File: src/rtl/core/ddpi_pkg.sv
// Shared types and constants for the differential-drive PI speed controller.
package ddpi_pkg;

	// Field and register widths fixed by the interface
	localparam int GAIN_W     = 16;
	localparam int LIMIT_W    = 31;
	localparam int SPEED_W    = 16;
	localparam int CMD_OUT_W  = 16;
	localparam int CFG_IDX_W  = 4;
	localparam int CFG_DATA_W = 32;

	// Multiplier chunking of the wide operand
	localparam int CHUNK_W = 16;

	// Saturation points: correction to 2^40, percent term to 2^30, command to 100 %
	localparam int CORR_LOG = 40;
	localparam int PCT_LOG  = 30;
	localparam int CMD_PCT  = 100;

	// Register indexes
	localparam logic [CFG_IDX_W-1:0] REG_KP_ANG    = 4'd0;
	localparam logic [CFG_IDX_W-1:0] REG_KI_ANG    = 4'd1;
	localparam logic [CFG_IDX_W-1:0] REG_LIM_ANG   = 4'd2;
	localparam logic [CFG_IDX_W-1:0] REG_KP_LIN    = 4'd3;
	localparam logic [CFG_IDX_W-1:0] REG_KI_LIN    = 4'd4;
	localparam logic [CFG_IDX_W-1:0] REG_LIM_LIN   = 4'd5;
	localparam logic [CFG_IDX_W-1:0] REG_SCALE_ANG = 4'd6;
	localparam logic [CFG_IDX_W-1:0] REG_SCALE_LIN = 4'd7;

	// Register reset values
	localparam logic [GAIN_W-1:0]  RST_KP_ANG    = 16'd461;
	localparam logic [GAIN_W-1:0]  RST_KI_ANG    = 16'd90;
	localparam logic [LIMIT_W-1:0] RST_LIM_ANG   = 31'd8272;
	localparam logic [GAIN_W-1:0]  RST_KP_LIN    = 16'd0;
	localparam logic [GAIN_W-1:0]  RST_KI_LIN    = 16'd0;
	localparam logic [LIMIT_W-1:0] RST_LIM_LIN   = 31'd0;
	localparam logic [GAIN_W-1:0]  RST_SCALE_ANG = 16'd256;
	localparam logic [GAIN_W-1:0]  RST_SCALE_LIN = 16'd256;

	// Control of the shared multiply-accumulate unit
	typedef struct packed {
		logic clr;   // zero the accumulator
		logic en;    // add the current partial product
		logic top;   // current chunk is the signed top chunk
	} mac_ctl_t;

endpackage

File: src/rtl/core/differential_drive_pi_speed_control.sv
// Top level: two PI speed loops on one shared multiply-accumulate unit.
//
//  channel | signals                                   | direction
//  --------+-------------------------------------------+-------------------
//  cfg     | cfg_valid/cfg_ready, cfg_index, cfg_data  | register write in
//  in      | in_valid/in_ready, 4 speed fields         | control tick in
//  out     | out_valid/out_ready, right/left command   | motor commands out
//
// One request runs the angular loop and then the linear loop on the single
// 17x17 multiplier, with NC = ceil(max(SUM_WIDTH, 42) / 16) (3 at the defaults);
// the multiplier is used NC times for each of kp*err, ki*sum and scale*corr in
// each loop.
// in_ready is high only when the sequencer is idle; a finished result waits in
// the output register, and a new request is taken meanwhile.
// Reset clears the sequencer, both error sums and the registers to defaults.
// cfg_ready is always high; writes are expected only while idle.
module differential_drive_pi_speed_control #(
	parameter int SUM_WIDTH     = 32,
	parameter int FRACTION_BITS = 8
) (
	input  logic                                  clk,
	input  logic                                  arst_n,
	input  logic                                  cfg_valid,
	output logic                                  cfg_ready,
	input  logic [ddpi_pkg::CFG_IDX_W-1:0]        cfg_index,
	input  logic [ddpi_pkg::CFG_DATA_W-1:0]       cfg_data,
	input  logic                                  in_valid,
	output logic                                  in_ready,
	input  logic signed [ddpi_pkg::SPEED_W-1:0]   angular_target,
	input  logic signed [ddpi_pkg::SPEED_W-1:0]   angular_measured,
	input  logic signed [ddpi_pkg::SPEED_W-1:0]   linear_target,
	input  logic signed [ddpi_pkg::SPEED_W-1:0]   linear_measured,
	output logic                                  out_valid,
	input  logic                                  out_ready,
	output logic signed [ddpi_pkg::CMD_OUT_W-1:0] right_command,
	output logic signed [ddpi_pkg::CMD_OUT_W-1:0] left_command
);

	localparam int CORR_W = ddpi_pkg::CORR_LOG + 2;
	localparam int WW     = (SUM_WIDTH > CORR_W) ? SUM_WIDTH : CORR_W;
	localparam int NC     = (WW + ddpi_pkg::CHUNK_W - 1) / ddpi_pkg::CHUNK_W;
	localparam int OPW    = NC * ddpi_pkg::CHUNK_W;
	localparam int ACC_W  = OPW + ddpi_pkg::CHUNK_W + 2;
	localparam int CW     = $clog2(NC);
	localparam int XW     = ((SUM_WIDTH > ddpi_pkg::LIMIT_W) ? SUM_WIDTH
	                         : ddpi_pkg::LIMIT_W) + 2;
	localparam int ERR_W  = ddpi_pkg::SPEED_W + 1;
	localparam int PCT_W  = ddpi_pkg::PCT_LOG + 2;
	localparam int CMD_W  = PCT_W + 1;

	localparam logic signed [XW-1:0]    SUM_MAX  = (XW'(1) << (SUM_WIDTH - 1)) - XW'(1);
	localparam logic signed [ACC_W-1:0] CORR_MAX = ACC_W'(1) << ddpi_pkg::CORR_LOG;
	localparam logic signed [ACC_W-1:0] PCT_MAX  = ACC_W'(1) << ddpi_pkg::PCT_LOG;
	localparam logic signed [CMD_W-1:0] CMD_MAX  =
		CMD_W'(ddpi_pkg::CMD_PCT) << FRACTION_BITS;
	localparam logic [CW-1:0]           IDX_LAST = CW'(NC - 1);

	typedef enum logic [2:0] {
		ST_IDLE, ST_SUM, ST_MKP, ST_MKI, ST_CORR, ST_MSC, ST_PCT, ST_CMB
	} state_t;

	state_t state_q;
	logic   lp_q;                 // 0: angular loop, 1: linear loop
	logic [CW-1:0] idx_q;
	logic   out_valid_q;

	// Configuration registers
	logic [ddpi_pkg::GAIN_W-1:0]  kp_ang_q, ki_ang_q, kp_lin_q, ki_lin_q;
	logic [ddpi_pkg::GAIN_W-1:0]  scale_ang_q, scale_lin_q;
	logic [ddpi_pkg::LIMIT_W-1:0] lim_ang_q, lim_lin_q;

	// Loop state
	logic signed [SUM_WIDTH-1:0] ang_sum_q, lin_sum_q;

	// Datapath registers
	logic signed [ddpi_pkg::SPEED_W-1:0] ang_tgt_q, ang_meas_q, lin_tgt_q, lin_meas_q;
	logic [OPW-1:0]                      op_q;
	logic signed [PCT_W-1:0]             ang_pct_q, lin_pct_q;
	logic signed [ddpi_pkg::CMD_OUT_W-1:0] right_q, left_q;

	// Loop-selected operands
	logic signed [ddpi_pkg::SPEED_W-1:0] tgt_sel, meas_sel;
	logic [ddpi_pkg::GAIN_W-1:0]         kp_sel, ki_sel, scale_sel, gain_sel;
	logic [ddpi_pkg::LIMIT_W-1:0]        lim_sel;
	logic signed [SUM_WIDTH-1:0]         sum_sel;

	logic signed [ERR_W-1:0]  err_c;
	logic signed [XW-1:0]     sum_x, err_x, raw_x, lim_x, lim_c, clamp_x;
	logic signed [SUM_WIDTH-1:0] sum_new;
	logic signed [ACC_W-1:0]  acc, acc_sh, corr_c, pct_c;
	logic signed [CMD_W-1:0]  pct_a, pct_l, right_c, left_c, rsum, ldif;
	logic                     chunk_last;
	logic                     out_load;
	ddpi_pkg::mac_ctl_t       mac_ctl;

	assign cfg_ready = 1'b1;
	assign in_ready  = (state_q == ST_IDLE);
	assign out_valid = out_valid_q;
	assign right_command = right_q;
	assign left_command  = left_q;

	assign chunk_last = (idx_q == IDX_LAST);
	assign out_load   = (state_q == ST_CMB) && (!out_valid_q || out_ready);

	// Operand selection by loop
	always_comb begin
		tgt_sel   = lp_q ? lin_tgt_q   : ang_tgt_q;
		meas_sel  = lp_q ? lin_meas_q  : ang_meas_q;
		kp_sel    = lp_q ? kp_lin_q    : kp_ang_q;
		ki_sel    = lp_q ? ki_lin_q    : ki_ang_q;
		scale_sel = lp_q ? scale_lin_q : scale_ang_q;
		lim_sel   = lp_q ? lim_lin_q   : lim_ang_q;
		sum_sel   = lp_q ? lin_sum_q   : ang_sum_q;
	end

	// Error and clamped error sum
	always_comb begin
		err_c = {tgt_sel[ddpi_pkg::SPEED_W-1], tgt_sel}
		      - {meas_sel[ddpi_pkg::SPEED_W-1], meas_sel};
		sum_x = {{(XW-SUM_WIDTH){sum_sel[SUM_WIDTH-1]}}, sum_sel};
		err_x = {{(XW-ERR_W){err_c[ERR_W-1]}}, err_c};
		raw_x = sum_x + err_x;
		lim_x = {{(XW-ddpi_pkg::LIMIT_W){1'b0}}, lim_sel};
		lim_c = (lim_x > SUM_MAX) ? SUM_MAX : lim_x;
		priority if (raw_x > lim_c) begin
			clamp_x = lim_c;
		end else if (raw_x < -lim_c) begin
			clamp_x = -lim_c;
		end else begin
			clamp_x = raw_x;
		end
		sum_new = clamp_x[SUM_WIDTH-1:0];
	end

	// Floor shift of the accumulator and saturation of correction and percent
	always_comb begin
		acc_sh = acc >>> FRACTION_BITS;
		priority if (acc_sh > CORR_MAX) begin
			corr_c = CORR_MAX;
		end else if (acc_sh < -CORR_MAX) begin
			corr_c = -CORR_MAX;
		end else begin
			corr_c = acc_sh;
		end
		priority if (acc_sh > PCT_MAX) begin
			pct_c = PCT_MAX;
		end else if (acc_sh < -PCT_MAX) begin
			pct_c = -PCT_MAX;
		end else begin
			pct_c = acc_sh;
		end
	end

	// Wheel mix and command saturation
	always_comb begin
		pct_a = {ang_pct_q[PCT_W-1], ang_pct_q};
		pct_l = {lin_pct_q[PCT_W-1], lin_pct_q};
		rsum  = pct_l + pct_a;
		ldif  = pct_l - pct_a;
		priority if (rsum > CMD_MAX) begin
			right_c = CMD_MAX;
		end else if (rsum < -CMD_MAX) begin
			right_c = -CMD_MAX;
		end else begin
			right_c = rsum;
		end
		priority if (ldif > CMD_MAX) begin
			left_c = CMD_MAX;
		end else if (ldif < -CMD_MAX) begin
			left_c = -CMD_MAX;
		end else begin
			left_c = ldif;
		end
	end

	// Multiplier control and gain select
	always_comb begin
		mac_ctl.clr = (state_q == ST_SUM) || (state_q == ST_CORR);
		mac_ctl.en  = (state_q == ST_MKP) || (state_q == ST_MKI) || (state_q == ST_MSC);
		mac_ctl.top = chunk_last;
		unique case (state_q)
			ST_MKP:  gain_sel = kp_sel;
			ST_MKI:  gain_sel = ki_sel;
			ST_MSC:  gain_sel = scale_sel;
			default: gain_sel = '0;
		endcase
	end

	ddpi_mac #(
		.ACC_W (ACC_W),
		.CW    (CW)
	) u_mac (
		.clk   (clk),
		.ctl   (mac_ctl),
		.gain  (gain_sel),
		.chunk (op_q[ddpi_pkg::CHUNK_W-1:0]),
		.idx   (idx_q),
		.acc   (acc)
	);

	// Sequencer and output valid
	always_ff @(posedge clk or negedge arst_n) begin
		if (!arst_n) begin
			state_q     <= ST_IDLE;
			lp_q        <= 1'b0;
			idx_q       <= '0;
			out_valid_q <= 1'b0;
		end else begin
			if (out_valid_q && out_ready) begin
				out_valid_q <= 1'b0;
			end
			unique case (state_q)
				ST_IDLE: begin
					if (in_valid) begin
						lp_q    <= 1'b0;
						state_q <= ST_SUM;
					end
				end
				ST_SUM: begin
					idx_q   <= '0;
					state_q <= ST_MKP;
				end
				ST_MKP: begin
					idx_q <= idx_q + CW'(1);
					if (chunk_last) begin
						idx_q   <= '0;
						state_q <= ST_MKI;
					end
				end
				ST_MKI: begin
					idx_q <= idx_q + CW'(1);
					if (chunk_last) begin
						idx_q   <= '0;
						state_q <= ST_CORR;
					end
				end
				ST_CORR: begin
					idx_q   <= '0;
					state_q <= ST_MSC;
				end
				ST_MSC: begin
					idx_q <= idx_q + CW'(1);
					if (chunk_last) begin
						idx_q   <= '0;
						state_q <= ST_PCT;
					end
				end
				ST_PCT: begin
					if (!lp_q) begin
						lp_q    <= 1'b1;
						state_q <= ST_SUM;
					end else begin
						state_q <= ST_CMB;
					end
				end
				ST_CMB: begin
					if (out_load) begin
						out_valid_q <= 1'b1;
						state_q     <= ST_IDLE;
					end
				end
				default: state_q <= ST_IDLE;
			endcase
		end
	end

	// Error sums
	always_ff @(posedge clk or negedge arst_n) begin
		if (!arst_n) begin
			ang_sum_q <= '0;
			lin_sum_q <= '0;
		end else if (state_q == ST_SUM) begin
			if (lp_q) begin
				lin_sum_q <= sum_new;
			end else begin
				ang_sum_q <= sum_new;
			end
		end
	end

	// Configuration registers
	always_ff @(posedge clk or negedge arst_n) begin
		if (!arst_n) begin
			kp_ang_q    <= ddpi_pkg::RST_KP_ANG;
			ki_ang_q    <= ddpi_pkg::RST_KI_ANG;
			lim_ang_q   <= ddpi_pkg::RST_LIM_ANG;
			kp_lin_q    <= ddpi_pkg::RST_KP_LIN;
			ki_lin_q    <= ddpi_pkg::RST_KI_LIN;
			lim_lin_q   <= ddpi_pkg::RST_LIM_LIN;
			scale_ang_q <= ddpi_pkg::RST_SCALE_ANG;
			scale_lin_q <= ddpi_pkg::RST_SCALE_LIN;
		end else if (cfg_valid && cfg_ready) begin
			unique case (cfg_index)
				ddpi_pkg::REG_KP_ANG:    kp_ang_q    <= cfg_data[ddpi_pkg::GAIN_W-1:0];
				ddpi_pkg::REG_KI_ANG:    ki_ang_q    <= cfg_data[ddpi_pkg::GAIN_W-1:0];
				ddpi_pkg::REG_LIM_ANG:   lim_ang_q   <= cfg_data[ddpi_pkg::LIMIT_W-1:0];
				ddpi_pkg::REG_KP_LIN:    kp_lin_q    <= cfg_data[ddpi_pkg::GAIN_W-1:0];
				ddpi_pkg::REG_KI_LIN:    ki_lin_q    <= cfg_data[ddpi_pkg::GAIN_W-1:0];
				ddpi_pkg::REG_LIM_LIN:   lim_lin_q   <= cfg_data[ddpi_pkg::LIMIT_W-1:0];
				ddpi_pkg::REG_SCALE_ANG: scale_ang_q <= cfg_data[ddpi_pkg::GAIN_W-1:0];
				ddpi_pkg::REG_SCALE_LIN: scale_lin_q <= cfg_data[ddpi_pkg::GAIN_W-1:0];
				default: ;
			endcase
		end
	end

	// Datapath: request capture, operand shifter, percent terms, output register
	always_ff @(posedge clk) begin
		if (in_valid && in_ready) begin
			ang_tgt_q  <= angular_target;
			ang_meas_q <= angular_measured;
			lin_tgt_q  <= linear_target;
			lin_meas_q <= linear_measured;
		end
		unique case (state_q)
			ST_SUM: begin
				op_q <= {{(OPW-ERR_W){err_c[ERR_W-1]}}, err_c};
			end
			ST_MKP: begin
				if (chunk_last) begin
					op_q <= {{(OPW-SUM_WIDTH){sum_sel[SUM_WIDTH-1]}}, sum_sel};
				end else begin
					op_q <= op_q >> ddpi_pkg::CHUNK_W;
				end
			end
			ST_CORR: begin
				op_q <= corr_c[OPW-1:0];
			end
			ST_MKI, ST_MSC: begin
				op_q <= op_q >> ddpi_pkg::CHUNK_W;
			end
			ST_PCT: begin
				if (lp_q) begin
					lin_pct_q <= pct_c[PCT_W-1:0];
				end else begin
					ang_pct_q <= pct_c[PCT_W-1:0];
				end
			end
			default: ;
		endcase
		if (out_load) begin
			right_q <= right_c[ddpi_pkg::CMD_OUT_W-1:0];
			left_q  <= left_c[ddpi_pkg::CMD_OUT_W-1:0];
		end
	end

endmodule

File: src/rtl/core/ddpi_mac.sv
// Shared chunked multiply-accumulate unit: acc += gain * chunk << (16 * idx).
module ddpi_mac #(
	parameter int ACC_W = 66,
	parameter int CW    = 2
) (
	input  logic                              clk,
	input  ddpi_pkg::mac_ctl_t                ctl,
	input  logic [ddpi_pkg::GAIN_W-1:0]       gain,
	input  logic [ddpi_pkg::CHUNK_W-1:0]      chunk,
	input  logic [CW-1:0]                     idx,
	output logic signed [ACC_W-1:0]           acc
);

	localparam int PROD_W = ddpi_pkg::GAIN_W + ddpi_pkg::CHUNK_W + 2;

	logic signed [ddpi_pkg::GAIN_W:0]  g;
	logic signed [ddpi_pkg::CHUNK_W:0] c;
	logic signed [PROD_W-1:0]          prod;
	logic signed [ACC_W-1:0]           pext;
	logic signed [ACC_W-1:0]           term;
	logic signed [ACC_W-1:0]           acc_q;

	// Unsigned gain times one chunk; lower chunks unsigned, top chunk signed
	always_comb begin
		g    = {1'b0, gain};
		c    = {ctl.top & chunk[ddpi_pkg::CHUNK_W-1], chunk};
		prod = g * c;
		pext = {{(ACC_W-PROD_W){prod[PROD_W-1]}}, prod};
		term = pext << (ddpi_pkg::CHUNK_W * int'(idx));
	end

	// Accumulator
	always_ff @(posedge clk) begin
		if (ctl.clr) begin
			acc_q <= '0;
		end else if (ctl.en) begin
			acc_q <= acc_q + term;
		end
	end

	assign acc = acc_q;

endmodule

File: config.mk
export PLATFORM = sky130hd
export DESIGN_NAME = differential_drive_pi_speed_control
export DESIGN_NICKNAME = d
export VERILOG_FILES = /design/src/rtl/core/ddpi_pkg.sv /design/src/rtl/core/differential_drive_pi_speed_control.sv /design/src/rtl/core/ddpi_mac.sv
export SDC_FILE = /design/constraint.sdc
export NUM_CORES = 2
export LEC_CHECK = 0
export ABC_AREA = 1
export ABC_CLOCK_PERIOD_IN_PS = 10500
export BUFFER_PORTS_ARGS = -buffer_cell sky130_fd_sc_hd__buf_2
export CAP_MARGIN = 20
export CORE_UTILIZATION = 65
export CTS_BUF_LIST = sky130_fd_sc_hd__clkbuf_4 sky130_fd_sc_hd__clkbuf_8
export DETAILED_ROUTE_END_ITERATION = 12
export PLACE_DENSITY = 0.83
export SYNTH_ARGS = -nofsm -noshare
export SYNTH_HDL_FRONTEND = slang
export SYNTH_HIERARCHICAL = 1
export SYNTH_SLANG_ARGS = --single-unit
File: constraint.sdc
create_clock -name clk -period 10.5 [get_ports clk]
set_clock_uncertainty 0.2 [all_clocks]
set_input_delay 3.15 -clock clk [delete_from_list [all_inputs] [get_ports clk]]
set_output_delay 3.15 -clock clk [all_outputs]
set_load 0.1 [all_outputs]
## Word-level counts from Yosys, hierarchy flattened

Index checks and enable logic that the tools add are counted.

| storage, ports and cells | value |
|---|---|
| bits in registers | 503 |
| input port bits | 105 |
| logic and storage cells | 131 |

| operators by class | value |
|---|---|
| eq/ne operators | 20 |
| multiplexer cells | 32 |
| $add $sub $neg | 7 |
| reductions and logical operators | 32 |
| $mul | 1 |
| shift operators | 1 |
| magnitude comparators | 10 |
| bitwise gates (word level) | 2 |

Operator list:

| cell | number |
|---|---|
| 48-bit case mux with 4 select lines | 1 |
| 32-bit 2-to-1 mux | 5 |
| 48-bit 2-to-1 mux | 3 |
| 16-bit 2-to-1 mux | 7 |
| 66-bit adder | 1 |
| 33-bit by 16-bit > comparator with 1-bit output (second input constant) | 2 |
| 33-bit by 16-bit less-than comparator with 1-bit output (second input constant) | 2 |
| 66-bit by 6-bit << shifter with 66-bit output | 1 |
| 58-bit by 32-bit > comparator with 1-bit output (second input constant) | 1 |
| 58-bit by 42-bit > comparator with 1-bit output (second input constant) | 1 |
| 58-bit by 31-bit less-than comparator with 1-bit output (second input constant) | 1 |
| 58-bit by 41-bit less-than comparator with 1-bit output (second input constant) | 1 |
| 16-bit case mux with 3 select lines | 1 |
| 33-bit by 34-bit less-than comparator with 1-bit output | 1 |
| 17-bit by 17-bit multiplier with 34-bit output | 1 |
| 31-bit negator with 34-bit output | 1 |
| 32-bit by 17-bit adder with 33-bit output | 1 |
| 32-bit by 32-bit adder with 33-bit output | 1 |
| 33-bit by 32-bit > comparator with 1-bit output | 1 |
| 32-bit by 32-bit subtractor with 33-bit output | 1 |
| 31-bit 2-to-1 mux | 1 |
| 2-bit AND reduction | 13 |
| 3-bit case mux with 8 select lines | 1 |
| 3-bit 2-to-1 mux | 6 |
| other kinds (26) | 50 |

## Longest topological paths before layout

| depth | value |
|---|---|
| depth in word-level cells | 6 |
| depth in mapped cells | 60 |
| depth with buffers taken out | 53 |

## Cells and area by module

Netlist, hierarchy kept.

Modules (own cells, without submodules):

| module | cells an instance | area each (µm²) | times used | sequential area each (µm²) |
|---|---|---|---|---|
| differential_drive_pi_speed_control | 3561 | 28104.5 | 1 | 11995.3 |
| ddpi_mac | 2751 | 17954.7 | 1 | 1321.3 |

## Least setup slack after synthesis

OpenSTA, ideal clock, no wires.

| timing | value |
|---|---|
| path kind | register -> register |
| from | reg lp_q |
| to | reg u_mac.acc_q[65], in the netlist u_mac/acc[65] |
| slack | 1334 ps |
| buffers on the path | 7 |
| stages on the path, launching flop included | 54 |
| arrival time | 8853 ps |
| path through | dfrtp_1 > inv_2 > buf_2 > clkbuf_1 > clkbuf_1 > clkbuf_1 > buf_1 > nand2_1 > nand2_1 > nand2_1 > o21a_1 > o21ai_0 > clkbuf_1 > clkbuf_1 > nor2_1 > fa_1 > inv_1 > fa_1 > [18 not listed] > nand2_2 > inv_1 > o21ai_0 > o21ai_0 > ha_1 > nand2_1 > nor2_1 > inv_1 > nor2_2 > nand2_1 > nor2_1 > nand4_1 > nand3_2 > nand3_2 > nand2_1 > nor2_1 > nor2_1 > nor2_1 |

| between the ends | value |
|---|---|
| word-level cells in the longest chain between the ends | 5 |
| elaborated cells on any way between the ends | 7 |

Ends and longest elaborated chain:

| element | RTL line | text |
|---|---|---|
| from (decl) | differential_drive_pi_speed_control.sv:63 | `logic lp_q;` |
| from (signal assigned) | differential_drive_pi_speed_control.sv:205 | `lp_q <= 1'b0;` |
| from (signal assigned) | differential_drive_pi_speed_control.sv:215 | `lp_q <= 1'b0;` |
| from (signal assigned) | differential_drive_pi_speed_control.sv:250 | `lp_q <= 1'b1;` |
| 16-bit 2-to-1 mux, on equally long branches | differential_drive_pi_speed_control.sv:111, differential_drive_pi_speed_control.sv:109, differential_drive_pi_speed_control.sv:110 |  |
| 16-bit case mux with 3 select lines * | differential_drive_pi_speed_control.sv:181 | `unique case (state_q)` |
| named net gain_sel, one bit | differential_drive_pi_speed_control.sv:83 | `logic [ddpi_pkg::GAIN_W-1:0] kp_sel, ki_sel, scale_sel, gain_sel;` |
| 17-bit by 17-bit multiplier with 34-bit output * | ddpi_mac.sv:27 | `prod = g * c;` |
| 66-bit by 6-bit << shifter with 66-bit output * | ddpi_mac.sv:29 | `term = pext << (ddpi_pkg::CHUNK_W * int'(idx));` |
| 66-bit adder * | ddpi_mac.sv:37 | `acc_q <= acc_q + term;` |
| to (signal assigned) | ddpi_mac.sv:37 |  |
| to (decl) | ddpi_mac.sv:21 | `logic signed [ACC_W-1:0] acc_q;` |

Mark *: on every way through the listed nets, which the timed path passes. The rest lies on a longest branch.
A chain may end at the register's enable or synchronous reset.

## Worst setup path after layout

| timing | value |
|---|---|
| from | reg state_q[0] |
| to | reg u_mac.acc_q[50], in the netlist u_mac/acc[50] |

| between the ends | value |
|---|---|
| word-level cells in the longest chain between the ends | 5 |
| elaborated cells on any way between the ends | 12 |

Ends and longest elaborated chain:

| element | RTL line | text |
|---|---|---|
| from (decl) | differential_drive_pi_speed_control.sv:62 | `state_t state_q;` |
| from (signal assigned) | differential_drive_pi_speed_control.sv:204 | `state_q <= ST_IDLE;` |
| from (signal assigned) | differential_drive_pi_speed_control.sv:216 | `state_q <= ST_SUM;` |
| from (signal assigned) | differential_drive_pi_speed_control.sv:221 | `state_q <= ST_MKP;` |
| 3-bit == test / 3-bit by 2-bit == test with 1-bit output (equally long branches) | differential_drive_pi_speed_control.sv:181 |  |
| 16-bit case mux with 3 select lines * | differential_drive_pi_speed_control.sv:181 |  |
| named net gain_sel, one bit | differential_drive_pi_speed_control.sv:83 |  |
| 17-bit by 17-bit multiplier with 34-bit output * | ddpi_mac.sv:27 |  |
| 66-bit by 6-bit << shifter with 66-bit output * | ddpi_mac.sv:29 |  |
| 66-bit adder * | ddpi_mac.sv:37 |  |

Marks and branches as above.

==> qor.csv <==
metric,value,unit
start_kind,flop,
clock.fmax,99.3,MHz
insertion_delay,730,ps
rsz0062_at_grt,false,
top_usage_layer,met2,
clock-root-buffer,clkbuf_8,
ys.flop_type,dfrtp_1,
ant_nets,0,
wl,142,mm
cpMaxStageDelayCell,fa_1,
ys_warn_count,6,
timing.reg2reg.setup_slack,430,ps
outcome,completed,
synthArstFlopShare,0.455,
use_met1,0.511,
drtIter0Drc,4829,
cap_violations,0,
wl_per_cell,19.1,um
pin_count,140,
cts_tree,done,
clock_sinks,503,
grt-ovfl-total,0,
die-height,268,um
grtUsageTotal,0.396,
cpPeakStageDelay,610,ps
cts_buffers,90,
vias,43051,
synth_seq_cells,503,
met3_usage,0.0767,
clk_pin_slew_worst_paths,60,ps
path_max_fanout,26,
vias_per_cell,5.79,
slew_viol_final,0,
setup_violations,0,
avgSynthCellArea,7.30,um2
clock_path_buffers,3,
worstSetupEndpointType,flop,
grt_max_degree,108,
arrival,10490,ps
period_share,0.959,
fp.dieW,268,um
htreeDepth,3,
grt_pass1_vias,40605,
hp-class,reg2reg,
hold_viol,0,
row_count,97,
drt-pass1-iter-count,6,
criticalPathCategory,reg2reg,
drive_gt1_frac,0.0983,
drc,0,
start_util,0.658,
met2_usage,0.642,
crit_required,10920,ps
netlist_area,46100,um2
synth_nets,6987,
grt_pass1_wl,220,mm
io_buffers,137,
slew_headroom,0.236,
ys_types,77,
nNetsFinal,7089,
synth-edff-count,208,
synthToLayoutAreaGrowth,8.54,%
syn-instance-count,6312,
tns,0,ps
die_area,71900,um2
antenna_found_initial,8,
ys_seq_area_frac,0.289,
gp_congestion,1.04,
hpwl,109,mm
tightest_slew,1140,ps
period_needed,10070,ps
core_area,70000,um2
==> routing by layer <==
metal  share of wire  vias to the layer above
met3           0.093                      442
met5         0.00055                        -
met4           0.049                       12
met1            0.40                    20144
met2            0.46                     2169
li1                -                    20284
==> area by class of cell <==
class / instances / area (um2)
diodes: 2 / 5.00
clock buffers: 125 / 1580
clock inverters: 44 / 447
fillers: 5745 / 20000
inverters: 1101 / 4140
multi-input cells: 4477 / 27800
flip-flops and latches: 503 / 13300
well taps: 940 / 1180
repair buffers: 241 / 1570
==> timing repair <==
item | CTS | global route
gates resized for setup | 0 | 12
buffers inserted | 0 | 2
setup endpoints to repair | 0 | 14
hold buffers | 0 | 0
==> per-stage QoR <==
stage / hold slack (ps) / instances / instance area, um2 / util / setup WS (ps)
2_1_floorplan: 241 / 6312 / 46100 / - / 1330
3_3_place_gp: 257 / 7255 / 47800 / 0.683 / 742
3_5_place_dp: 259 / 7255 / 47800 / 0.683 / 631
4_1_cts: 275 / 7424 / 49800 / 0.712 / 598
5_1_grt: 287 / 7432 / 50000 / 0.714 / 3.75
6_report: 273 / 7433 / 50000 / 0.714 / 431
==> Yosys cell counts (15+ instances only) <==
library cell	n	area (um2)
inv_1	1070	4020
clkbuf_1	175	657
nor2_1	545	2050
or2_1	15	93.8
a21o_1	28	210
ha_1	356	4450
o211ai_1	33	248
buf_2	28	140
nand2_2	50	313
dfxtp_1	66	1320
o21bai_1	28	210
nand3b_1	20	150
nand3_1	231	1160
xor2_1	126	1100
dfstp_2	15	394
fa_1	214	4280
o21a_1	18	135
inv_2	27	101
nor3_1	45	225
or2_2	33	206
dfrtp_1	214	5360
xnor2_1	44	385
a31oi_1	25	156
edfxtp_1	208	6250
nor2_2	15	93.8
nand3_2	21	210
o21ai_0	378	1890
o21ai_1	30	150
a22oi_1	36	270
nand2_1	1639	6150
mux2i_1	25	250
a21oi_1	289	1450
nor4_1	31	194
nand4_1	66	413
buf_1	16	60.1
==> placed cells by master, fill, tap and decap left out, drive strengths merged, types with 5 or more instances in the layout <==
master	instances
nand4	66
o311ai	5
nor3	49
bufinv	6
xor2	128
dfxtp	66
a221oi	14
buf	241
nor2	562
o21ai	422
a211oi	5
and3	5
mux2i	25
o31ai	8
clkbuf	125
a21boi	8
o221ai	7
or2	53
o21bai	29
nand3	252
nor4	31
o211ai	33
a31oi	25
a21oi	302
clkinvlp	5
dfrtp	214
xnor2	44
ha	356
a22oi	36
nand3b	20
edfxtp	208
nand2	1697
a21o	29
o21a	19
dfstp	15
inv	1098
clkinv	36
fa	214
==> final timing paths <==
path | start | endpoint | depth (start not counted)
worst max-delay path | state_q[0] | u_mac/acc[50] | 46
worst min-delay path | lin_sum_q[19] | lin_sum_q[19] | 2
worst max register to register | state_q[0] | u_mac/acc[50] | 46
worst min register to register | lin_sum_q[19] | lin_sum_q[19] | 2
max in group asynchronous | arst_n | ki_ang_q[8] | 2
min in group asynchronous | arst_n | lim_ang_q[27] | 1
==> critical path: cells and delay by family, from the launching register on <==
family / cells / cell delay (ps)
adder cells (fa/ha/maj): 8 / 4010
AO/OA/AOI/OAI: 10 / 2150
AND/OR/NAND/NOR: 17 / 1840
buffers and inverters: 11 / 1360
flip-flops: 1 / 390
==> registers in the layout (all words and copies together), names as in the netlist, 31 cells and up <==
| register | flops |
|---|---|
| ang_sum_q | 32 |
| lim_ang_q | 31 |
| lin_sum_q | 32 |
| op_q | 48 |
| ang_pct_q | 32 |
| lin_pct_q | 32 |
| u_mac/acc | 66 |
| lim_lin_q | 31 |
==> logic make-up after synthesis <==
family / Yosys count / share of synthesized area
other: 1 / 0.0000814
muxes: 25 / 0.00543
buffers and inverters: 1332 / 0.111
AOI/OAI and AO/OA: 965 / 0.121
adders and majority gates: 570 / 0.190
and+or+nand+nor: 2744 / 0.251
DFF: 503 / 0.289
xor gates and xnor gates: 172 / 0.0333
Power is not shown: default switching activity piles up to over one toggle a cycle in this logic, so the estimate is an artifact.
